===== config.mk =====
export PLATFORM = sky130hd
export DESIGN_NAME = lru_block_buffer_cache_flat
export DESIGN_NICKNAME = d
export VERILOG_FILES = /design/src/sv/lbbc_pkg.sv /design/src/sv/lbbc_if.sv /design/src/sv/lbbc_rec_mem.sv /design/src/sv/lbbc_tag_store.sv /design/src/sv/lbbc_ctrl.sv /design/src/sv/lru_block_buffer_cache.sv /design/src/flat_wrapper.sv
export VERILOG_INCLUDE_DIRS = /design/src /design/src/sv
export SDC_FILE = /design/constraint.sdc
export NUM_CORES = 1
export LEC_CHECK = 0
export BUFFER_PORTS_ARGS = -buffer_cell sky130_fd_sc_hd__clkbuf_2
export CELL_PAD_IN_SITES_DETAIL_PLACEMENT = 0
export CELL_PAD_IN_SITES_GLOBAL_PLACEMENT = 1
export CORE_ASPECT_RATIO = 0.9
export CORE_MARGIN = 1.5
export CORE_UTILIZATION = 30
export CTS_CLUSTER_DIAMETER = 150
export DETAILED_ROUTE_END_ITERATION = 10
export PLACE_DENSITY_LB_ADDON = 0.1
export SLEW_MARGIN = 20
export SYNTH_ARGS = -nofsm -noshare
export SYNTH_HDL_FRONTEND = slang
export SYNTH_SLANG_ARGS = --single-unit

===== constraint.sdc =====
create_clock -name clk_i -period 3.95 [get_ports clk_i]
set_input_delay 0.1975 -clock clk_i [delete_from_list [all_inputs] [get_ports clk_i]]
set_output_delay 0.1975 -clock clk_i [all_outputs]
set_load 0.005 [all_outputs]

===== src/sv/assert_macros.svh =====
// assertion helpers shared by the rtl
`ifndef ASSERT_MACROS_SVH
`define ASSERT_MACROS_SVH
`ifndef NO_ASSERTIONS
// property must hold at every clock edge outside reset
`define ASSERT_PROP(lbl, clk, rst_n, prop) \
  lbl: assert property (@(posedge clk) disable iff (!rst_n) prop) \
    else $error("lbbc: property violated");
// condition must never be seen outside reset
`define ASSERT_NEVER(lbl, clk, rst_n, expr) \
  lbl: assert property (@(posedge clk) disable iff (!rst_n) !(expr)) \
    else $error("lbbc: forbidden condition seen");
`else
`define ASSERT_PROP(lbl, clk, rst_n, prop)
`define ASSERT_NEVER(lbl, clk, rst_n, expr)
`endif
`endif


===== src/sv/lbbc_pkg.sv =====
`default_nettype none

package lbbc_pkg;

  localparam int unsigned BLOCK_W    = 32;
  localparam int unsigned CNT_W      = 32;
  localparam int unsigned SLOT_IDX_W = 4;

  // enables of one memory port pair
  typedef struct packed {
    logic rd_en;
    logic wr_en;
  } mem_ctl_t;

  typedef enum logic [2:0] {
    ST_IDLE   = 3'b001,
    ST_WALK   = 3'b010,
    ST_UPDATE = 3'b100
  } state_e;

endpackage

`default_nettype wire


===== src/sv/lbbc_if.sv =====
`default_nettype none

// lookup request channel
interface lbbc_in_if;
  logic                         valid;
  logic                         ready;
  logic [lbbc_pkg::BLOCK_W-1:0] block_number;

  modport source (output valid, output block_number, input ready);
  modport sink   (input valid, input block_number, output ready);
endinterface

// lookup result channel
interface lbbc_out_if;
  logic                            valid;
  logic                            ready;
  logic                            hit;
  logic [lbbc_pkg::SLOT_IDX_W-1:0] slot_index;
  logic [lbbc_pkg::CNT_W-1:0]      disk_reads;
  logic [lbbc_pkg::CNT_W-1:0]      cache_hits;

  modport source (output valid, output hit, output slot_index, output disk_reads,
                  output cache_hits, input ready);
  modport sink   (input valid, input hit, input slot_index, input disk_reads,
                  input cache_hits, output ready);
endinterface

`default_nettype wire


===== src/sv/lbbc_rec_mem.sv =====
`default_nettype none

// recency order memory: position -> slot, position 0 most recent
module lbbc_rec_mem #(
  parameter  int unsigned NUM_SLOTS = 16,
  localparam int unsigned SLOT_W    = (NUM_SLOTS > 1) ? $clog2(NUM_SLOTS) : 1
) (
  input  wire logic               clk_i,
  input  wire logic               rst_ni,
  input  wire lbbc_pkg::mem_ctl_t ctl_i,
  input  wire logic [SLOT_W-1:0]  raddr_i,
  input  wire logic [SLOT_W-1:0]  waddr_i,
  input  wire logic [SLOT_W-1:0]  wdata_i,
  output logic [SLOT_W-1:0]       slot_o
);

  logic [SLOT_W-1:0]    mem_q [NUM_SLOTS];
  logic [NUM_SLOTS-1:0] written_q;
  logic [SLOT_W-1:0]    rd_data_q;
  logic [SLOT_W-1:0]    rd_addr_q;
  logic                 rd_written_q;

  // storage with registered read
  always_ff @(posedge clk_i) begin
    if (ctl_i.wr_en) begin
      mem_q[waddr_i] <= wdata_i;
    end
    if (ctl_i.rd_en) begin
      rd_data_q    <= mem_q[raddr_i];
      rd_addr_q    <= raddr_i;
      rd_written_q <= written_q[raddr_i];
    end
  end

  // per position written flags, unwritten positions hold the identity order
  always_ff @(posedge clk_i or negedge rst_ni) begin
    if (!rst_ni) begin
      written_q <= '0;
    end else if (ctl_i.wr_en) begin
      written_q[waddr_i] <= 1'b1;
    end
  end

  assign slot_o = rd_written_q ? rd_data_q : rd_addr_q;

endmodule

`default_nettype wire


===== src/sv/lbbc_tag_store.sv =====
`default_nettype none

// slot tags in memory, valid bits in flops, tag compare on read data
module lbbc_tag_store #(
  parameter  int unsigned NUM_SLOTS = 16,
  localparam int unsigned SLOT_W    = (NUM_SLOTS > 1) ? $clog2(NUM_SLOTS) : 1
) (
  input  wire logic                         clk_i,
  input  wire logic                         rst_ni,
  input  wire lbbc_pkg::mem_ctl_t           ctl_i,
  input  wire logic [SLOT_W-1:0]            rd_slot_i,
  input  wire logic [SLOT_W-1:0]            wr_slot_i,
  input  wire logic [lbbc_pkg::BLOCK_W-1:0] wr_tag_i,
  input  wire logic [lbbc_pkg::BLOCK_W-1:0] blk_i,
  output logic                              hit_o
);

  logic [lbbc_pkg::BLOCK_W-1:0] tag_mem_q [NUM_SLOTS];
  logic [NUM_SLOTS-1:0]         valid_q;
  logic [lbbc_pkg::BLOCK_W-1:0] tag_rd_q;
  logic [SLOT_W-1:0]            rd_slot_q;

  // tag storage with registered read
  always_ff @(posedge clk_i) begin
    if (ctl_i.wr_en) begin
      tag_mem_q[wr_slot_i] <= wr_tag_i;
    end
    if (ctl_i.rd_en) begin
      tag_rd_q  <= tag_mem_q[rd_slot_i];
      rd_slot_q <= rd_slot_i;
    end
  end

  // valid bits, set when a slot takes a tag
  always_ff @(posedge clk_i or negedge rst_ni) begin
    if (!rst_ni) begin
      valid_q <= '0;
    end else if (ctl_i.wr_en) begin
      valid_q[wr_slot_i] <= 1'b1;
    end
  end

  // valid bits do not change while a walk is reading
  assign hit_o = valid_q[rd_slot_q] && (tag_rd_q == blk_i);

endmodule

`default_nettype wire


===== src/sv/lbbc_ctrl.sv =====
`default_nettype none
`include "assert_macros.svh"

// lookup sequencer: walks the recency order, shifts it, commits the update
module lbbc_ctrl #(
  parameter  int unsigned NUM_SLOTS = 16,
  localparam int unsigned SLOT_W    = (NUM_SLOTS > 1) ? $clog2(NUM_SLOTS) : 1
) (
  input  wire logic                          clk_i,
  input  wire logic                          rst_ni,
  lbbc_in_if.sink                            in_i,
  lbbc_out_if.source                         out_o,
  output lbbc_pkg::mem_ctl_t                 rec_ctl_o,
  output logic [SLOT_W-1:0]                  rec_raddr_o,
  output logic [SLOT_W-1:0]                  rec_waddr_o,
  output logic [SLOT_W-1:0]                  rec_wdata_o,
  input  wire logic [SLOT_W-1:0]             rec_slot_i,
  output lbbc_pkg::mem_ctl_t                 tag_ctl_o,
  output logic [SLOT_W-1:0]                  tag_rd_slot_o,
  output logic [SLOT_W-1:0]                  tag_wr_slot_o,
  output logic [lbbc_pkg::BLOCK_W-1:0]       blk_o,
  input  wire logic                          tag_hit_i
);

  localparam logic [SLOT_W-1:0] LAST_POS = SLOT_W'(NUM_SLOTS - 1);

  lbbc_pkg::state_e state_q, state_d;

  logic [lbbc_pkg::BLOCK_W-1:0] blk_q;
  logic [SLOT_W-1:0]            rd_pos_q;
  logic                         issue_q;
  logic                         v1_q;
  logic [SLOT_W-1:0]            pos1_q;
  logic                         v2_q;
  logic [SLOT_W-1:0]            pos2_q;
  logic [SLOT_W-1:0]            slot2_q;
  logic                         found_q;
  logic [SLOT_W-1:0]            res_slot_q;
  logic [lbbc_pkg::CNT_W-1:0]   hit_cnt_q;
  logic [lbbc_pkg::CNT_W-1:0]   miss_cnt_q;
  logic                         out_valid_q;
  logic                         out_hit_q;
  logic [lbbc_pkg::SLOT_IDX_W-1:0] out_slot_q;
  logic [lbbc_pkg::CNT_W-1:0]   out_reads_q;
  logic [lbbc_pkg::CNT_W-1:0]   out_hits_q;

  logic                         in_req;
  logic                         walking;
  logic                         stop;
  logic                         rec_re;
  logic                         tag_re;
  logic                         shift_we;
  logic                         commit;
  logic [SLOT_W+3:0]            slot_ext;

  // walk control
  assign in_req   = in_i.valid && in_i.ready;
  assign walking  = (state_q == lbbc_pkg::ST_WALK);
  assign stop     = walking && v2_q && (tag_hit_i || (pos2_q == LAST_POS));
  assign rec_re   = walking && issue_q && !stop;
  assign tag_re   = walking && v1_q && !stop;
  assign shift_we = walking && v2_q && !tag_hit_i && (pos2_q != LAST_POS);
  assign commit   = (state_q == lbbc_pkg::ST_UPDATE) && (!out_valid_q || out_o.ready);
  assign slot_ext = {4'b0000, res_slot_q};

  // recency port: shift entries down during the walk, new head on commit
  assign rec_ctl_o.rd_en = rec_re;
  assign rec_ctl_o.wr_en = shift_we || commit;
  assign rec_raddr_o     = rd_pos_q;
  assign rec_waddr_o     = commit ? '0 : SLOT_W'(pos2_q + SLOT_W'(1));
  assign rec_wdata_o     = commit ? res_slot_q : slot2_q;

  // tag port: read the slot at each position, write the victim on a miss
  assign tag_ctl_o.rd_en = tag_re;
  assign tag_ctl_o.wr_en = commit && !found_q;
  assign tag_rd_slot_o   = rec_slot_i;
  assign tag_wr_slot_o   = res_slot_q;
  assign blk_o           = blk_q;

  // next state
  always_comb begin
    state_d = state_q;
    case (state_q)
      lbbc_pkg::ST_IDLE: begin
        if (in_req) state_d = lbbc_pkg::ST_WALK;
      end
      lbbc_pkg::ST_WALK: begin
        if (stop) state_d = lbbc_pkg::ST_UPDATE;
      end
      lbbc_pkg::ST_UPDATE: begin
        if (commit) state_d = lbbc_pkg::ST_IDLE;
      end
      default: state_d = lbbc_pkg::ST_IDLE;
    endcase
  end

  // control registers
  always_ff @(posedge clk_i or negedge rst_ni) begin
    if (!rst_ni) begin
      state_q     <= lbbc_pkg::ST_IDLE;
      issue_q     <= 1'b0;
      v1_q        <= 1'b0;
      v2_q        <= 1'b0;
      hit_cnt_q   <= '0;
      miss_cnt_q  <= '0;
      out_valid_q <= 1'b0;
    end else begin
      state_q <= state_d;
      v1_q    <= rec_re;
      v2_q    <= tag_re;
      if (in_req) begin
        issue_q <= 1'b1;
      end else if (rec_re && (rd_pos_q == LAST_POS)) begin
        issue_q <= 1'b0;
      end else if (stop) begin
        issue_q <= 1'b0;
      end
      if (commit) begin
        if (found_q) hit_cnt_q <= hit_cnt_q + 32'd1;
        else         miss_cnt_q <= miss_cnt_q + 32'd1;
      end
      if (commit) begin
        out_valid_q <= 1'b1;
      end else if (out_o.ready) begin
        out_valid_q <= 1'b0;
      end
    end
  end

  // walk payload and result register
  always_ff @(posedge clk_i) begin
    if (in_req) begin
      blk_q    <= in_i.block_number;
      rd_pos_q <= '0;
    end else if (rec_re) begin
      rd_pos_q <= SLOT_W'(rd_pos_q + SLOT_W'(1));
    end
    pos1_q  <= rd_pos_q;
    pos2_q  <= pos1_q;
    slot2_q <= rec_slot_i;
    if (stop) begin
      found_q    <= tag_hit_i;
      res_slot_q <= slot2_q;
    end
    if (commit) begin
      out_hit_q   <= found_q;
      out_slot_q  <= slot_ext[3:0];
      out_reads_q <= found_q ? miss_cnt_q : miss_cnt_q + 32'd1;
      out_hits_q  <= found_q ? hit_cnt_q + 32'd1 : hit_cnt_q;
    end
  end

  assign in_i.ready       = (state_q == lbbc_pkg::ST_IDLE);
  assign out_o.valid      = out_valid_q;
  assign out_o.hit        = out_hit_q;
  assign out_o.slot_index = out_slot_q;
  assign out_o.disk_reads = out_reads_q;
  assign out_o.cache_hits = out_hits_q;

  // checks
  `ASSERT_NEVER(a_rec_same_addr, clk_i, rst_ni, rec_ctl_o.rd_en && rec_ctl_o.wr_en && (rec_raddr_o == rec_waddr_o))
  `ASSERT_NEVER(a_pipe_outside_walk, clk_i, rst_ni, (v1_q || v2_q) && (state_q != lbbc_pkg::ST_WALK))
  `ASSERT_PROP(a_one_count_per_req, clk_i, rst_ni, commit |=> ((hit_cnt_q + miss_cnt_q) == ($past(hit_cnt_q) + $past(miss_cnt_q) + 32'd1)))
  `ASSERT_PROP(a_hold_update, clk_i, rst_ni, (state_q == lbbc_pkg::ST_UPDATE) && out_valid_q && !out_o.ready |=> (state_q == lbbc_pkg::ST_UPDATE))

endmodule

`default_nettype wire


===== src/sv/lru_block_buffer_cache.sv =====
// Tag and LRU replacement store of a block buffer cache with NUM_SLOTS slots.
// in_i carries one lookup request, a physical block number; out_o returns one
// result per request: hit flag, slot now holding the block, and the running
// disk-read (miss) and hit counts after the request, both wrapping at 32 bits.
// Both channels use valid/ready, a request moves when both are high.
// The walk reads one recency position per cycle from the order memory and then
// that slot's tag; a hit stops the walk at its position, a miss walks on to the
// last position, and one request is in work at a time.
// A finished result sits in the output register; the block takes the next
// request while it waits. If the receiver stalls, the following lookup
// completes its walk and holds before updating until the register frees.
// Reset clears all valid bits and both counters and restores the recency
// order to slot 0 most recent through slot NUM_SLOTS-1 least recent; no
// clearing pass is needed, requests are taken right after reset.
`default_nettype none

module lru_block_buffer_cache #(
  parameter int unsigned NUM_SLOTS = 16
) (
  input  wire logic  clk_i,
  input  wire logic  rst_ni,
  lbbc_in_if.sink    in_i,
  lbbc_out_if.source out_o
);

  localparam int unsigned SLOT_W = (NUM_SLOTS > 1) ? $clog2(NUM_SLOTS) : 1;

  lbbc_pkg::mem_ctl_t           rec_ctl;
  lbbc_pkg::mem_ctl_t           tag_ctl;
  logic [SLOT_W-1:0]            rec_raddr;
  logic [SLOT_W-1:0]            rec_waddr;
  logic [SLOT_W-1:0]            rec_wdata;
  logic [SLOT_W-1:0]            rec_slot;
  logic [SLOT_W-1:0]            tag_rd_slot;
  logic [SLOT_W-1:0]            tag_wr_slot;
  logic [lbbc_pkg::BLOCK_W-1:0] blk;
  logic                         tag_hit;

  // sequencer
  lbbc_ctrl #(.NUM_SLOTS(NUM_SLOTS)) u_ctrl (
    .clk_i         (clk_i),
    .rst_ni        (rst_ni),
    .in_i          (in_i),
    .out_o         (out_o),
    .rec_ctl_o     (rec_ctl),
    .rec_raddr_o   (rec_raddr),
    .rec_waddr_o   (rec_waddr),
    .rec_wdata_o   (rec_wdata),
    .rec_slot_i    (rec_slot),
    .tag_ctl_o     (tag_ctl),
    .tag_rd_slot_o (tag_rd_slot),
    .tag_wr_slot_o (tag_wr_slot),
    .blk_o         (blk),
    .tag_hit_i     (tag_hit)
  );

  // recency order
  lbbc_rec_mem #(.NUM_SLOTS(NUM_SLOTS)) u_rec_mem (
    .clk_i   (clk_i),
    .rst_ni  (rst_ni),
    .ctl_i   (rec_ctl),
    .raddr_i (rec_raddr),
    .waddr_i (rec_waddr),
    .wdata_i (rec_wdata),
    .slot_o  (rec_slot)
  );

  // tags and valid bits
  lbbc_tag_store #(.NUM_SLOTS(NUM_SLOTS)) u_tag_store (
    .clk_i     (clk_i),
    .rst_ni    (rst_ni),
    .ctl_i     (tag_ctl),
    .rd_slot_i (tag_rd_slot),
    .wr_slot_i (tag_wr_slot),
    .wr_tag_i  (blk),
    .blk_i     (blk),
    .hit_o     (tag_hit)
  );

endmodule

`default_nettype wire


===== src/flat_wrapper.sv =====
// flat-port wrapper written by rule: the top's interface ports become plain ports
module lru_block_buffer_cache_flat 
#(
  parameter int unsigned NUM_SLOTS = 16
)
  (clk_i, rst_ni, in_i_valid, in_i_block_number, in_i_ready, out_o_valid, out_o_hit, out_o_slot_index, out_o_disk_reads, out_o_cache_hits, out_o_ready);
  lbbc_in_if in_i_i ();
  lbbc_out_if out_o_i ();
  input  wire logic clk_i;
  input  wire logic rst_ni;
  input wire logic [$bits(in_i_i.valid)-1:0] in_i_valid;
  input wire logic [$bits(in_i_i.block_number)-1:0] in_i_block_number;
  output wire logic [$bits(in_i_i.ready)-1:0] in_i_ready;
  output wire logic [$bits(out_o_i.valid)-1:0] out_o_valid;
  output wire logic [$bits(out_o_i.hit)-1:0] out_o_hit;
  output wire logic [$bits(out_o_i.slot_index)-1:0] out_o_slot_index;
  output wire logic [$bits(out_o_i.disk_reads)-1:0] out_o_disk_reads;
  output wire logic [$bits(out_o_i.cache_hits)-1:0] out_o_cache_hits;
  input wire logic [$bits(out_o_i.ready)-1:0] out_o_ready;
  assign in_i_i.valid = in_i_valid;
  assign in_i_i.block_number = in_i_block_number;
  assign in_i_ready = in_i_i.ready;
  assign out_o_valid = out_o_i.valid;
  assign out_o_hit = out_o_i.hit;
  assign out_o_slot_index = out_o_i.slot_index;
  assign out_o_disk_reads = out_o_i.disk_reads;
  assign out_o_cache_hits = out_o_i.cache_hits;
  assign out_o_i.ready = out_o_ready;
  lru_block_buffer_cache #(.NUM_SLOTS(NUM_SLOTS)) u_core (.clk_i(clk_i), .rst_ni(rst_ni), .in_i(in_i_i), .out_o(out_o_i));
endmodule

==> results.md <==
- Status: complete, no violations
- H-tree levels: 3
- Pwr per Cell Area: 580 nW/µm²
- Startpoint Class: flip-flop
- Measured slew at the worst slew-check pin: 0.825 ns
- Clock latency on the worst-skew pair: 0.67 ns
- Drc violations: 0
- IO Count: 107
- Worst path depth: 8
- Largest net degree at the start of global routing: 73
- Mapped Cells: 2420
- Starting density of the core: 30.4%
- Vias in the first global route: 20260
- Fin. Hold Viols: 0
- Yosys cell types: 56
- Maximum root-to-sink buffer count: 3
- Seq. cell area: 24700 µm²
- Number of clock sinks: 846
- Die area: 113000 µm²
- Main synth FF type: edfxtp_1
- Synth Area per Inst: 13.8 µm²
- Data arrival time of the worst path: 3.67 ns
- Post-route worst setup slack: 0.657 ns
- # rows: 115
- Fill count: 10625
- Share of the synthesized area in the top cell type: 65.3%
- Setup tns final: 0 ns
- Largest fanout on the critical path: 37
- ANT cells: 0
- Crit path kind: reg2reg
- Grt ovf: 0
- Leak: 14.0 nW
- CTS tree: built
- Avg Vias per Cell: 4.82
- Hold Path Class: in2async
- Initial DRT Pass Iterations: 5
- Critical path's slowest cell: edfxtp_1
- Most frequent cell after synthesis: edfxtp_1
- Num CTS Buffers: 96
- Die width: 355 µm
- Worst path bufs/invs: 2
- RSZ-0062 raised after global routing: no
- Critical-path cell list: xor2_1 -> nor4_1 -> nand4_1 -> buf_4 -> o31a_1 -> o21ai_0 -> nor2_4 -> buf_12
- Syn-to-layout area delta: 18.8%
- Finished Core Util: 36.1%
- Period utilization: 83.4%
- Post-cts repair resize count: 0
- Pre-CTS WS: 0.542 ns
- Sequential share of the synthesized area: 74.0%
- Worst reg-to-reg path cell count: 8
- Top cell type by total area after synthesis: edfxtp_1
- Final Max Tran Viols: 0
- Root Buffer: clkbuf_16
- YS warnings: 0
- Number of synthesized flops with an enable pin: 727
- Die Height: 320 µm
- DRT iter0 DRCs: 1469
- # setup viols final: 0
- Top delay family on crit path: simple AND/OR/NAND/NOR gates
- Slew margin rel.: 43.8%
- CP required: 4.32 ns
- Gr usage total: 16.5%
- Synth top area cells: edfxtp_1 65%, dfrtp_1 7.6%, nand2_1 6.5%, nand3_1 4.4%, xor2_1 2.2%
- Cell area after synthesis: 33400 µm²
- Core ar.: 110000 µm²
- Nets@finish: 2640
- Detail Route Antenna Nets: 0
- Multi-input combinational cell area: 8250 µm²
- Post-Synthesis Net Count: 2460
- Cell area after layout: 39700 µm²
- Min Tclk post-route: 3.29 ns
- Total of max-cap violations: 0
- First-pass GRT wire length: 138 mm
- RePlAce Congestion: 0.733
- PortBufs: 106
- Initial antenna violation count: 2
- CP max stage delay: 0.70 ns
- Fraction of layout cells with a size suffix above 1: 14.8%
- Area of placed instances: 36400 µm²
- Post-synth ARST share: 12.2%
- Top post-synthesis cells by count: 727 x edfxtp_1, 581 x nand2_1, 293 x nand3_1
- Total Wirelength: 93.7 mm
- Peak supply drop: 306 µV
- DR vias: 19944
- Worst hold slack: 0.131 ns
- Hpwl dp: 51.5 mm
- CP endpoint kind: flip-flop
- Routed WL per cell: 22.7 µm
- F_max: 0.304 GHz
- Clock-pin transition on the worst setup and hold timing paths: 0.06 ns
- Synth Register Bits: 846
- Worst Skew: 0.0218 ns
## area by class of cell
class | instances | share of cell area, %
Clock buffer | 130 | 6.47
Clock inverter | 42 | 1.07
Inverter | 19 | 0.224
Multi-Input combinational cell | 1420 | 20.8
Sequential cell | 846 | 62.3
Tap cell | 1462 | 4.61
Timing Repair Buffer | 217 | 4.54
## sequential cells by signal, indices dropped and copies added, names as in the netlist, 16 cells and up
signal,cells
u_core.u_tag_store.tag_mem_q,512
u_core.u_rec_mem.mem_q,64
u_core.u_ctrl.blk_o,32
u_core.u_ctrl.hit_cnt_q,32
u_core.u_ctrl.miss_cnt_q,32
u_core.u_ctrl.out_o.cache_hits,32
u_core.u_ctrl.out_o.disk_reads,32
u_core.u_tag_store.tag_rd_q,32
u_core.u_rec_mem.written_q,16
u_core.u_tag_store.valid_q,16
## report_power, final
part | total (mW) | switching, mW | internal (mW)
registers | 10.6 | 0.328 | 10.3
clock network | 8.62 | 3.61 | 5.01
logic | 3.84 | 2.62 | 1.22
total | 23.0 | 6.55 | 16.5
## worst paths after layout
kind,from,endpoint,slack [ns]
min in group clk_i,in_i_block_number[25],u_core.u_ctrl.blk_o[25],0.25
max in group asynchronous,rst_ni,u_core.u_ctrl.v1_q,2.84
max,u_core.u_ctrl.blk_o[19],u_core.u_tag_store.tag_rd_q[14],0.66
min reg2reg,u_core.u_ctrl.pos1_q[2],u_core.u_ctrl.pos2_q[2],0.33
min,rst_ni,u_core.u_ctrl.hit_cnt_q[20],0.13
max reg2reg,u_core.u_ctrl.blk_o[19],u_core.u_tag_store.tag_rd_q[14],0.66
## repair_timing
action / in CTS / in global routing
setup buffers: 0 / 0
endpoints found under the hold margin: 89 / 0
hold buffers: 35 / 0
## per-stage QoR
stage,total power [mW],cells
floorplan,13.0,2420
global placement,14.7,3929
detailed placement,14.7,3929
CTS,23.4,4136
global route,24.1,4136
finish,23.0,4136
## metal layers
metal  track usage [%]  wire length, µm  vias to the layer above
met5                 0                0                        -
met2              26.4            43600                      365
met3              2.97             3920                      121
met1              23.2            44400                    10255
met4              4.03             1800                        0
li1                  -                -                     9203
## kinds of logic (layout without fill, tap and decap cells)
kind of cell / count (synthesis) / after routing / synth area share, %
flip-flops: 846 / 846 / 74.0
XOR/XNOR: 158 / 158 / 4.14
multiplexers: 44 / 44 / 2.51
AO/OA/AOI/OAI: 125 / 125 / 2.91
buffers and inverters: 154 / 408 / 1.84
adder cells (fa/ha/maj): 4 / 4 / 0.150
AND/OR/NAND/NOR: 1089 / 1089 / 14.5
## cells in the final DEF (no fill, tap or decap), types with 5 or more instances in the layout
cell type      instances
clkinv_1              13
clkbuf_16             96
xnor2_1               73
dfrtp_1              102
nor2_4                13
or2_2                 17
nor2_1                63
o21ai_0                6
nand3_1              293
nand2b_1               6
nand2_1              581
buf_4                 49
or3_1                  5
o21bai_1              13
mux2_2                 6
clkbuf_2             105
mux4_2                25
bufinv_16              7
a31oi_1               32
a311oi_1              64
inv_1                 14
nor4_1                11
nor3_2                 5
nand4_1               19
edfxtp_1             727
buf_12                28
clkbuf_1              30
dfxtp_1               15
and3_1                44
clkinv_2              12
xor2_1                85
nor3_1                10
dlygate4sd3_1         35
mux2i_4                5
Power figures use the tool's default switching activity.
